**src/sv/bslp_pkg.sv**
```systemverilog
// shared types and constants for the button press classifier
package bslp_pkg;

  // fixed field widths
  localparam int MASK_W    = 7;
  localparam int TIME_W    = 32;
  localparam int MS_W      = 16;
  localparam int CFG_IDX_W = 2;
  localparam int CFG_DAT_W = 16;

  // default number of button lanes
  localparam int BUTTONS_DEF = 7;

  // configuration register indexes
  typedef enum logic [CFG_IDX_W-1:0] {
    REG_ACTIVE_HIGH = 2'd0,
    REG_DEBOUNCE    = 2'd1,
    REG_LONG_PRESS  = 2'd2,
    REG_SPARE       = 2'd3
  } cfg_reg_t;

  // reset values of the registers
  localparam logic [MASK_W-1:0] ACTIVE_HIGH_RST = '0;
  localparam logic [MS_W-1:0]   DEBOUNCE_RST    = 16'd50;
  localparam logic [MS_W-1:0]   LONG_PRESS_RST  = 16'd1000;

  // timing thresholds shared by all lanes
  typedef struct packed {
    logic [MS_W-1:0] debounce_ms;
    logic [MS_W-1:0] long_press_ms;
  } timing_t;

  // events found by one lane on one beat
  typedef struct packed {
    logic short_evt;
    logic long_evt;
  } lane_evt_t;

endpackage

```
**src/sv/bslp_lane.sv**
```systemverilog
// one button lane: hold tracking and short/long press detection
module bslp_lane (
  input  logic                           clk,
  input  logic                           rst_n,
  input  logic                           fire,
  input  logic                           level,
  input  logic                           polarity,
  input  logic [bslp_pkg::TIME_W-1:0]    now_ms,
  input  bslp_pkg::timing_t              timing,
  output bslp_pkg::lane_evt_t            evt
);

  logic                        held_r, held_nxt;
  logic                        long_fired_r, long_fired_nxt;
  logic [bslp_pkg::TIME_W-1:0] start_r;
  logic [bslp_pkg::TIME_W-1:0] elapsed;
  logic                        active;
  logic                        over_long, over_deb;

  // elapsed time wraps modulo 2^32
  assign active    = (level == polarity);
  assign elapsed   = now_ms - start_r;
  assign over_long = elapsed > {{(bslp_pkg::TIME_W-bslp_pkg::MS_W){1'b0}},
                                timing.long_press_ms};
  assign over_deb  = elapsed > {{(bslp_pkg::TIME_W-bslp_pkg::MS_W){1'b0}},
                                timing.debounce_ms};

  // next state and events for this beat
  always_comb begin
    held_nxt       = held_r;
    long_fired_nxt = long_fired_r;
    evt            = '0;
    if (active) begin
      if (!held_r) begin
        held_nxt       = 1'b1;
        long_fired_nxt = 1'b0;
      end else if (!long_fired_r && over_long) begin
        evt.long_evt   = 1'b1;
        long_fired_nxt = 1'b1;
      end
    end else if (held_r) begin
      evt.short_evt = over_deb && !long_fired_r;
      held_nxt      = 1'b0;
    end
  end

  // flags
  always_ff @(posedge clk) begin
    if (!rst_n) begin
      held_r       <= 1'b0;
      long_fired_r <= 1'b0;
    end else if (fire) begin
      held_r       <= held_nxt;
      long_fired_r <= long_fired_nxt;
    end
  end

  // start time, captured when a hold begins
  always_ff @(posedge clk) begin
    if (fire && active && !held_r) begin
      start_r <= now_ms;
    end
  end

endmodule

```
**src/sv/bslp_merge.sv**
```systemverilog
// merges lane events into the output masks and holds the result beat
module bslp_merge #(
  parameter int BUTTONS = bslp_pkg::BUTTONS_DEF
) (
  input  logic                          clk,
  input  logic                          rst_n,
  input  logic                          fire,
  input  logic [BUTTONS-1:0]            short_vec,
  input  logic [BUTTONS-1:0]            long_vec,
  input  logic                          out_stall,
  output logic                          busy,
  output logic                          out_valid,
  output logic [bslp_pkg::MASK_W-1:0]   out_short_press_mask,
  output logic [bslp_pkg::MASK_W-1:0]   out_long_press_mask
);

  logic                        valid_r;
  logic [bslp_pkg::MASK_W-1:0] short_nxt, long_nxt;
  logic [bslp_pkg::MASK_W-1:0] short_r, long_r;

  // lanes past the field width are dropped, missing lanes read zero
  for (genvar j = 0; j < bslp_pkg::MASK_W; j++) begin : g_pack
    if (j < BUTTONS) begin : g_lane
      assign short_nxt[j] = short_vec[j];
      assign long_nxt[j]  = long_vec[j];
    end else begin : g_none
      assign short_nxt[j] = 1'b0;
      assign long_nxt[j]  = 1'b0;
    end
  end

  // output beat is held while stalled
  assign busy = valid_r && out_stall;

  always_ff @(posedge clk) begin
    if (!rst_n) begin
      valid_r <= 1'b0;
    end else if (fire) begin
      valid_r <= 1'b1;
    end else if (!out_stall) begin
      valid_r <= 1'b0;
    end
  end

  // result payload
  always_ff @(posedge clk) begin
    if (fire) begin
      short_r <= short_nxt;
      long_r  <= long_nxt;
    end
  end

  assign out_valid            = valid_r;
  assign out_short_press_mask = short_r;
  assign out_long_press_mask  = long_r;

endmodule

```
**src/sv/button_short_long_press_classifier.sv**
```systemverilog
// top level of the button short/long press classifier
//
//   channel | direction | handshake         | payload
//   in_     | input     | in_valid/in_stall | pin_levels[6:0], now_ms[31:0]
//   out_    | output    | out_valid/out_stall | short_press_mask[6:0], long_press_mask[6:0]
//   cfg_    | input     | cfg_valid/cfg_ready | cfg_index[1:0], cfg_data[15:0]
//
// one sample per cycle while in_stall is low; each result appears in the cycle after its sample beat,
// from the single output register behind the lane stage
// one lane per button, each a subtract and two compares
// rst_n is synchronous: clears hold flags, output valid and the configuration registers
// in_stall follows out_stall only while a result beat is waiting
// cfg_ready is always high
module button_short_long_press_classifier #(
  parameter int BUTTONS = bslp_pkg::BUTTONS_DEF
) (
  input  logic                              clk,
  input  logic                              rst_n,
  input  logic                              in_valid,
  output logic                              in_stall,
  input  logic [bslp_pkg::MASK_W-1:0]       in_pin_levels,
  input  logic [bslp_pkg::TIME_W-1:0]       in_now_ms,
  output logic                              out_valid,
  input  logic                              out_stall,
  output logic [bslp_pkg::MASK_W-1:0]       out_short_press_mask,
  output logic [bslp_pkg::MASK_W-1:0]       out_long_press_mask,
  input  logic                              cfg_valid,
  output logic                              cfg_ready,
  input  logic [bslp_pkg::CFG_IDX_W-1:0]    cfg_index,
  input  logic [bslp_pkg::CFG_DAT_W-1:0]    cfg_data
);

  logic [bslp_pkg::MASK_W-1:0] active_high_r;
  bslp_pkg::timing_t           timing_r;
  logic                        fire;
  logic                        busy;
  logic [BUTTONS-1:0]          short_vec, long_vec;

  // configuration registers
  assign cfg_ready = 1'b1;

  always_ff @(posedge clk) begin
    if (!rst_n) begin
      active_high_r          <= bslp_pkg::ACTIVE_HIGH_RST;
      timing_r.debounce_ms   <= bslp_pkg::DEBOUNCE_RST;
      timing_r.long_press_ms <= bslp_pkg::LONG_PRESS_RST;
    end else if (cfg_valid && cfg_ready) begin
      unique case (bslp_pkg::cfg_reg_t'(cfg_index))
        bslp_pkg::REG_ACTIVE_HIGH: active_high_r <= cfg_data[bslp_pkg::MASK_W-1:0];
        bslp_pkg::REG_DEBOUNCE:    timing_r.debounce_ms <= cfg_data;
        bslp_pkg::REG_LONG_PRESS:  timing_r.long_press_ms <= cfg_data;
        default: ;
      endcase
    end
  end

  // input beat acceptance
  assign in_stall = busy;
  assign fire     = in_valid && !busy;

  // button lanes
  for (genvar i = 0; i < BUTTONS; i++) begin : g_lane
    logic                lvl, pol;
    bslp_pkg::lane_evt_t evt;

    // lanes past the field width see a low level and low polarity
    if (i < bslp_pkg::MASK_W) begin : g_pin
      assign lvl = in_pin_levels[i];
      assign pol = active_high_r[i];
    end else begin : g_extra
      assign lvl = 1'b0;
      assign pol = 1'b0;
    end

    bslp_lane u_lane (
      .clk      (clk),
      .rst_n    (rst_n),
      .fire     (fire),
      .level    (lvl),
      .polarity (pol),
      .now_ms   (in_now_ms),
      .timing   (timing_r),
      .evt      (evt)
    );

    assign short_vec[i] = evt.short_evt;
    assign long_vec[i]  = evt.long_evt;
  end

  // merge and output register
  bslp_merge #(
    .BUTTONS (BUTTONS)
  ) u_merge (
    .clk                  (clk),
    .rst_n                (rst_n),
    .fire                 (fire),
    .short_vec            (short_vec),
    .long_vec             (long_vec),
    .out_stall            (out_stall),
    .busy                 (busy),
    .out_valid            (out_valid),
    .out_short_press_mask (out_short_press_mask),
    .out_long_press_mask  (out_long_press_mask)
  );

endmodule
```
**config.mk**
```make
export PLATFORM = sky130hd
export DESIGN_NAME = button_short_long_press_classifier
export DESIGN_NICKNAME = d
export VERILOG_FILES = /design/src/sv/bslp_pkg.sv /design/src/sv/bslp_lane.sv /design/src/sv/bslp_merge.sv /design/src/sv/button_short_long_press_classifier.sv
export SDC_FILE = /design/constraint.sdc
export NUM_CORES = 1
export LEC_CHECK = 0
export BUFFER_PORTS_ARGS = -buffer_cell sky130_fd_sc_hd__buf_2
export CAP_MARGIN = 20
export CORE_MARGIN = 2
export CORE_UTILIZATION = 45
export CTS_BUF_LIST = sky130_fd_sc_hd__clkbuf_4 sky130_fd_sc_hd__clkbuf_8
export CTS_CLUSTER_SIZE = 28
export DETAILED_ROUTE_END_ITERATION = 12
export PLACE_DENSITY = 0.67
export RECOVER_POWER = 100
export REMOVE_ABC_BUFFERS = 1
export SLEW_MARGIN = 20
export SYNTH_ARGS = -nofsm -noshare
export SYNTH_HDL_FRONTEND = slang
export SYNTH_HIERARCHICAL = 1
export SYNTH_SLANG_ARGS = --single-unit
```
**constraint.sdc**
```tcl
create_clock -name clk -period 12.7 [get_ports clk]
set_input_delay 1.27 -clock clk [delete_from_list [all_inputs] [get_ports clk]]
set_output_delay 1.27 -clock clk [all_outputs]
set_load 0.01 [all_outputs]
```
# ---- Word-level counts from Yosys, hierarchy flattened
# Index checks and enable logic that the tools add are counted.
# W data, S select, Z words.
dict set report word_totals {
  reg_bits 292
  word_cells 184
}
dict set report op_classes {
  n_addsub 7
  n_lt_le_gt_ge 14
  n_eq_ne 17
  muxes 30
  bitwise_logic 7
  n_reduce_logical 70
}
# op count
set op_table {}
lappend op_table {{$gt A32 B16 Y1} 14}
lappend op_table {{$sub A32 B32 Y32} 7}
lappend op_table {{$logic_and A1 B1 Y1} 30}
lappend op_table {{$mux W1} 30}
lappend op_table {{$reduce_and A3 Y1} 7}
lappend op_table {{$reduce_and A2 Y1} 10}
lappend op_table {{$logic_not A1 Y1} 15}
lappend op_table {{$ne A2 B2 Y1 const B} 7}
lappend op_table {{$reduce_or A2 Y1} 7}
lappend op_table {{$eq A1 B1 Y1} 7}
lappend op_table {{$not A1 Y1} 7}
lappend op_table {{$eq A2 B1 Y1 const B} 1}
lappend op_table {{$eq A2 B2 Y1 const B} 1}
lappend op_table {{$logic_not A2 Y1} 1}
lappend op_table {{$ne A2 B1 Y1 const B} 1}

# ---- Logic depth before layout (Yosys ltp)
dict set report depth {
  ltp_word 5
  depth_mapped 22
  mapped_depth_nobuf 22
}

# ---- Hierarchy
# Netlist, hierarchy kept.
# module instances cells_per_inst area_each_um2 seq_area_each_um2
set by_module_without_submodules {}
lappend by_module_without_submodules {{bslp_lane (g_lane[1].u_lane ...)} 4 472 4022.6 1001.0}
lappend by_module_without_submodules {{bslp_lane (g_lane[0].u_lane ...)} 2 473 4041.4 1001.0}
lappend by_module_without_submodules {{bslp_lane (g_lane[2].u_lane)} 1 464 3878.7 1001.0}
lappend by_module_without_submodules {button_short_long_press_classifier 1 162 1577.8 780.7}
lappend by_module_without_submodules {bslp_merge 1 17 456.7 440.4}

# ---- Worst setup path before layout
# No wires, ideal clock.
dict set report synth_path {
  path_type {input to register}
  startpoint {in in_now_ms[4] in the netlist's numbering}
  endpoint {reg u_merge.short_r (netlist bit u_merge/out_short_press_mask[0]) (data pin)}
  setup_ps 266
  arrival_ps 4770
  required_time_ps 12434
  path_slack_ps 7664
  cell_stages 21
  path_cell_list {ha_1 -> a21o_1 -> a31o_2 -> nor2_1 -> nor2b_1 -> o21ai_0 -> nand2b_1 -> a21oi_1 -> o21bai_1 -> xor2_1 -> ha_1 -> a21o_1 -> a21o_1 -> a21o_1 -> a21o_1 -> a21o_1 -> a21o_1 -> a221oi_1 -> a31oi_1 -> nor4bb_1 -> nor4b_2}
}
dict set report synth_via {
  elab_chain_len 3
}
# item line
set synth_lines {}
lappend synth_lines {{start, declared} button_short_long_press_classifier.sv:22} ;# input logic [bslp_pkg::TIME_W-1:0] in_now_ms,
lappend synth_lines {{$sub A32 B32 Y32} bslp_lane.sv:22} ;# assign elapsed = now_ms - start_r;
lappend synth_lines {{$gt A32 B16 Y1} bslp_lane.sv:25} ;# assign over_deb = elapsed > {{(bslp_pkg::TIME_W-bslp_pkg::MS_W){1'b0}},
lappend synth_lines {{$logic_and A1 B1 Y1} bslp_lane.sv:42} ;# evt.short_evt = over_deb && !long_fired_r;
lappend synth_lines {{end signal, assigned} bslp_merge.sv:48} ;# short_r <= short_nxt;
lappend synth_lines {{end, declared} bslp_merge.sv:19} ;# logic [bslp_pkg::MASK_W-1:0] short_r, long_r;
# Every way passes these cells.
# A chain may end at the register's enable or synchronous reset.

# ---- Final worst setup path
dict set report layout_path {
  startpoint {in in_now_ms[1] in the netlist's numbering}
  endpoint {reg u_merge.long_r (netlist bit u_merge/out_long_press_mask[2]) (data pin)}
}
dict set report layout_via {
  elab_chain_len 4
}
# item line
set layout_lines {}
lappend layout_lines {{$sub A32 B32 Y32} bslp_lane.sv:22}
lappend layout_lines {{$gt A32 B16 Y1} bslp_lane.sv:23} ;# assign over_long = elapsed > {{(bslp_pkg::TIME_W-bslp_pkg::MS_W){1'b0}},
lappend layout_lines {{$logic_and A1 B1 Y1} bslp_lane.sv:37} ;# end else if (!long_fired_r && over_long) begin
lappend layout_lines {{$mux W1} bslp_lane.sv:37}
lappend layout_lines {{end signal, assigned} bslp_merge.sv:49} ;# long_r <= long_nxt;
lappend layout_lines {{end, declared} bslp_merge.sv:19}
# Every way passes these cells.

==> impl_results.md <==
* Fillers at 6370
* Area Overhead vs Synth at 7.627%
* Area of the core at between 60000 and 70000 µm²
* FMAX at 0.1574 GHz
* Initial antenna violation count at 6
* Die span in x at 262.6 µm
* Global-route wire length before repair at around 140 mm
* YS warnings at 6
* Layout Cells excl Fill at between 4000 and 5000
* Area of the multi-input gates at ~19000 µm²
* HP Class: register to register
* Input/output buffers at 77
* Initial core utilization at a little under half
* Start point of the critical path: in_now_ms[1]
* Number of synthesized flops with an enable pin at between 200 and 250
* Top-count cell post-synth: inv_1
* Vias at about 26000
* Worst-path cell chain: clkbuf_1, inv_1, fa_1, and2b_1, o2111ai_1, a2111oi_0, nor2_1, and2_1, o21ai_0, xor2_1, ha_1, and4_1, nand3_1, a221o_1, a31oi_1, a2111oi_0, o2111ai_1, nor4_1, nor4bb_1
* Synth Flop Type: edfxtp_1
* Pwr/cell area at between 100 and 150 nW/µm²
* Synth area leader: edfxtp_1
* Top post-synthesis cells by area: edfxtp_1, ha_1, inv_1
* Detailed Routing Iterations Pass 1 at 6
* Post-synth top cells: inv_1, ha_1, a21oi_1
* Clock Path Buffers at 3
* Slowest cell delay on critical path at 870 ps
* Final wirelength at slightly above 90 mm
* Status: finished with violations
* Die H at roughly 260 µm
* Routed Antenna Nets at 0
* Crit path kind: input port to register
* DPL Wire Length at between 60 and 70 mm
* Max VDD drop at 0.08130 mV
* Asr flop ratio synth at 0%
* CTS Hold Bufs at 0
* Sequential area share after synthesis at 27.35%
* Synthesized cell area at roughly 30000 µm²
* CTS sink cnt at 292
* Gr ovfl total at 0
* TritonCTS Buffers at between 50 and 60
* Period utilization at between 50 and 60%
* Gr busiest metal: met2
* Worst slack at placement at 6715 ps
* Flop2flop setup slack at between 7000 and 8000 ps
* RSZ-0062 raised after global routing: no
* Vias/cell at between 5 and 6
* Peak fanout along the critical path at 21
* RD Place Congestion at between 0.9 and 1
* Placed instance count at roughly 4300
* Crit end category: register
* Cell Rows at 94
* IO Pins at 79
* Min Tclk post-route at approximately 6400 ps
* Drt wl/cell at a little over 20 µm
* CP max stage cell: clkbuf_1
* FF+latch count, synth at between 200 and 300
* Share of post-route cells with drive strength above 1 at 7.808%
* Synth cell types at 99
* Iteration-0 DRC Markers at 2075
* GR Util met2 at about 43%
* Post-CTS sizing at 0
* Setup ws final at roughly 6300 ps
* Worst-Margin Slew at 3066 ps
* Overall power at 3.530 mW
* LEAKAGE at around 14 nW
* Layout Nets at a little over 4000
* Largest net degree at the start of global routing at between 60 and 70
* Setup-violating endpoint count in the final report at 0
* Max H-tree Level at 2
* Clk_skew at between 20 and 30 ps
* Fin. Hold Viols at 0
* Max Slew Vio Count at roughly 480
* CTS tree: yes
* Maxcap violations at 22
* Req. time, crit path at 13110 ps
* Clock transition at the registers of the reported paths at roughly 60 ps
* Setup Fix Bufs, Post-CTS at 0
* Failing checks: max-capacitance violations, max-slew violations
* Max transition margin at -104.4%
* Crit Reg-Reg Endpoint: g_lane[0].u_lane/start_r[4]$_DFFE_PP_
* RR Startpoint: u_merge/out_valid$_SDFFE_PN0P_
* Met1 Track Usage GR at around 33%
* GRT Util Overall at 25.62%
* Critical path arrival at between 6000 and 7000 ps
* Mapped Cells at 3477
* Critical Path Source Type: input port
* DRC at 0
* Grt met3 use at under 10%
* Vias in the first global route at between 20000 and 25000
* FF/Latch Area at a little over 8000 µm²
* R2R depth at 5
* Worst Setup EP: u_merge/out_long_press_mask[2]$_DFFE_PP_
* Clk Latency, worst-skew pair at 670 ps
* Die Area at ~69000 µm²
* Mean Syn Cell Area at between 8 and 9 µm²
* Post-synth top area share at 23.75%
* Setup tns final at 0 ps
* CTS Root Cell: clkbuf_8
* Post-layout util at between 40% and 50%
==> how the worst min path moves through the flow <==
stage	start	end	depth (start not counted)
5_1_grt	g_lane[6].u_lane/long_fired_r$_SDFFE_PN0P_	g_lane[6].u_lane/long_fired_r$_SDFFE_PN0P_	2
3_3_place_gp	g_lane[6].u_lane/long_fired_r$_SDFFE_PN0P_	g_lane[6].u_lane/long_fired_r$_SDFFE_PN0P_	2
6_report	g_lane[5].u_lane/long_fired_r$_SDFFE_PN0P_	g_lane[5].u_lane/long_fired_r$_SDFFE_PN0P_	2
3_5_place_dp	g_lane[4].u_lane/long_fired_r$_SDFFE_PN0P_	g_lane[4].u_lane/long_fired_r$_SDFFE_PN0P_	2
2_1_floorplan	g_lane[1].u_lane/long_fired_r$_SDFFE_PN0P_	g_lane[1].u_lane/long_fired_r$_SDFFE_PN0P_	2
4_1_cts	g_lane[5].u_lane/long_fired_r$_SDFFE_PN0P_	g_lane[5].u_lane/long_fired_r$_SDFFE_PN0P_	2
==> worst max-delay path: cells and delay by family <==
| kind | cells | cell delay [ps] |
|---|---|---|
| AO/OA/AOI/OAI | 7 | 2000 |
| XOR/XNOR | 1 | 220 |
| adder cells (fa/ha/maj) | 2 | 780 |
| buffers and inverters | 2 | 1060 |
| AND/OR/NAND/NOR | 7 | 1420 |
==> cells in the final DEF, fill, tap and decap left out, types with 71 or more instances in the layout <==
master,n
edfxtp_1,238
a21o_1,123
xnor2_1,101
o21ai_0,140
nand4_1,110
nand2_1,247
inv_1,496
nor2_1,193
a21oi_1,302
clkbuf_8,71
ha_1,441
==> final cells by class <==
type | count | share of cell area [%]
sequential | 292 | 25.41
timing repair buffer | 101 | 1.410
inverter | 496 | 5.750
tap | 864 | 3.338
clock inverter | 23 | 0.9042
clock buffer | 85 | 3.342
antenna | 2 | 0.01546
multi-input combinational | 2589 | 59.83
==> report_power, final <==
| group | switching (mW) | total, mW | internal [mW] |
|---|---|---|---|
| Clock | 0.450 | 1.14 | 0.687 |
| Sequential | 0.0323 | 1.13 | 1.10 |
| Combinational | 0.767 | 1.26 | 0.495 |
==> cell families (layout without fill, tap and decap cells) <==
logic type / Yosys count / in the layout / share of synthesized area (%)
DFF: 292 / 292 / 27.35
xor gates and xnor gates: 159 / 159 / 4.629
and+or+nand+nor: 946 / 946 / 16.93
adders and majority gates: 448 / 448 / 18.81
AOI/OAI and AO/OA: 990 / 990 / 22.66
other: 1 / 3 / 0.01246
buffers and inverters: 596 / 705 / 8.114
muxes: 45 / 45 / 1.497
==> metal layers <==
layer  share of wire (%)  up-vias
met4                 5.1        0
met5                   0        -
met2                  46      805
li1                    -    12805
met1                  43    12157
met3                 6.7      211
==> per-stage QoR <==
stage | hold WS (ps) | cell area [µm²]
3_3_place_gp | 453.7 | 31200
4_1_cts | 469.4 | 32570
3_5_place_dp | 458.9 | 31200
6_report | 468.3 | 32380
2_1_floorplan | 436.7 | 29510
5_1_grt | 494.2 | 32380
==> flip-flops by register name, indices dropped and copies added (netlist names) <==
| name | cells |
|---|---|
| active_high_r | 7 |
| g_lane.u_lane/held_r | 7 |
| g_lane.u_lane/long_fired_r | 7 |
| g_lane.u_lane/start_r | 224 |
| timing_r | 32 |
| u_merge/out_long_press_mask | 7 |
| u_merge/out_short_press_mask | 7 |
| u_merge/out_valid | 1 |
(Power assumes the default switching activity.)
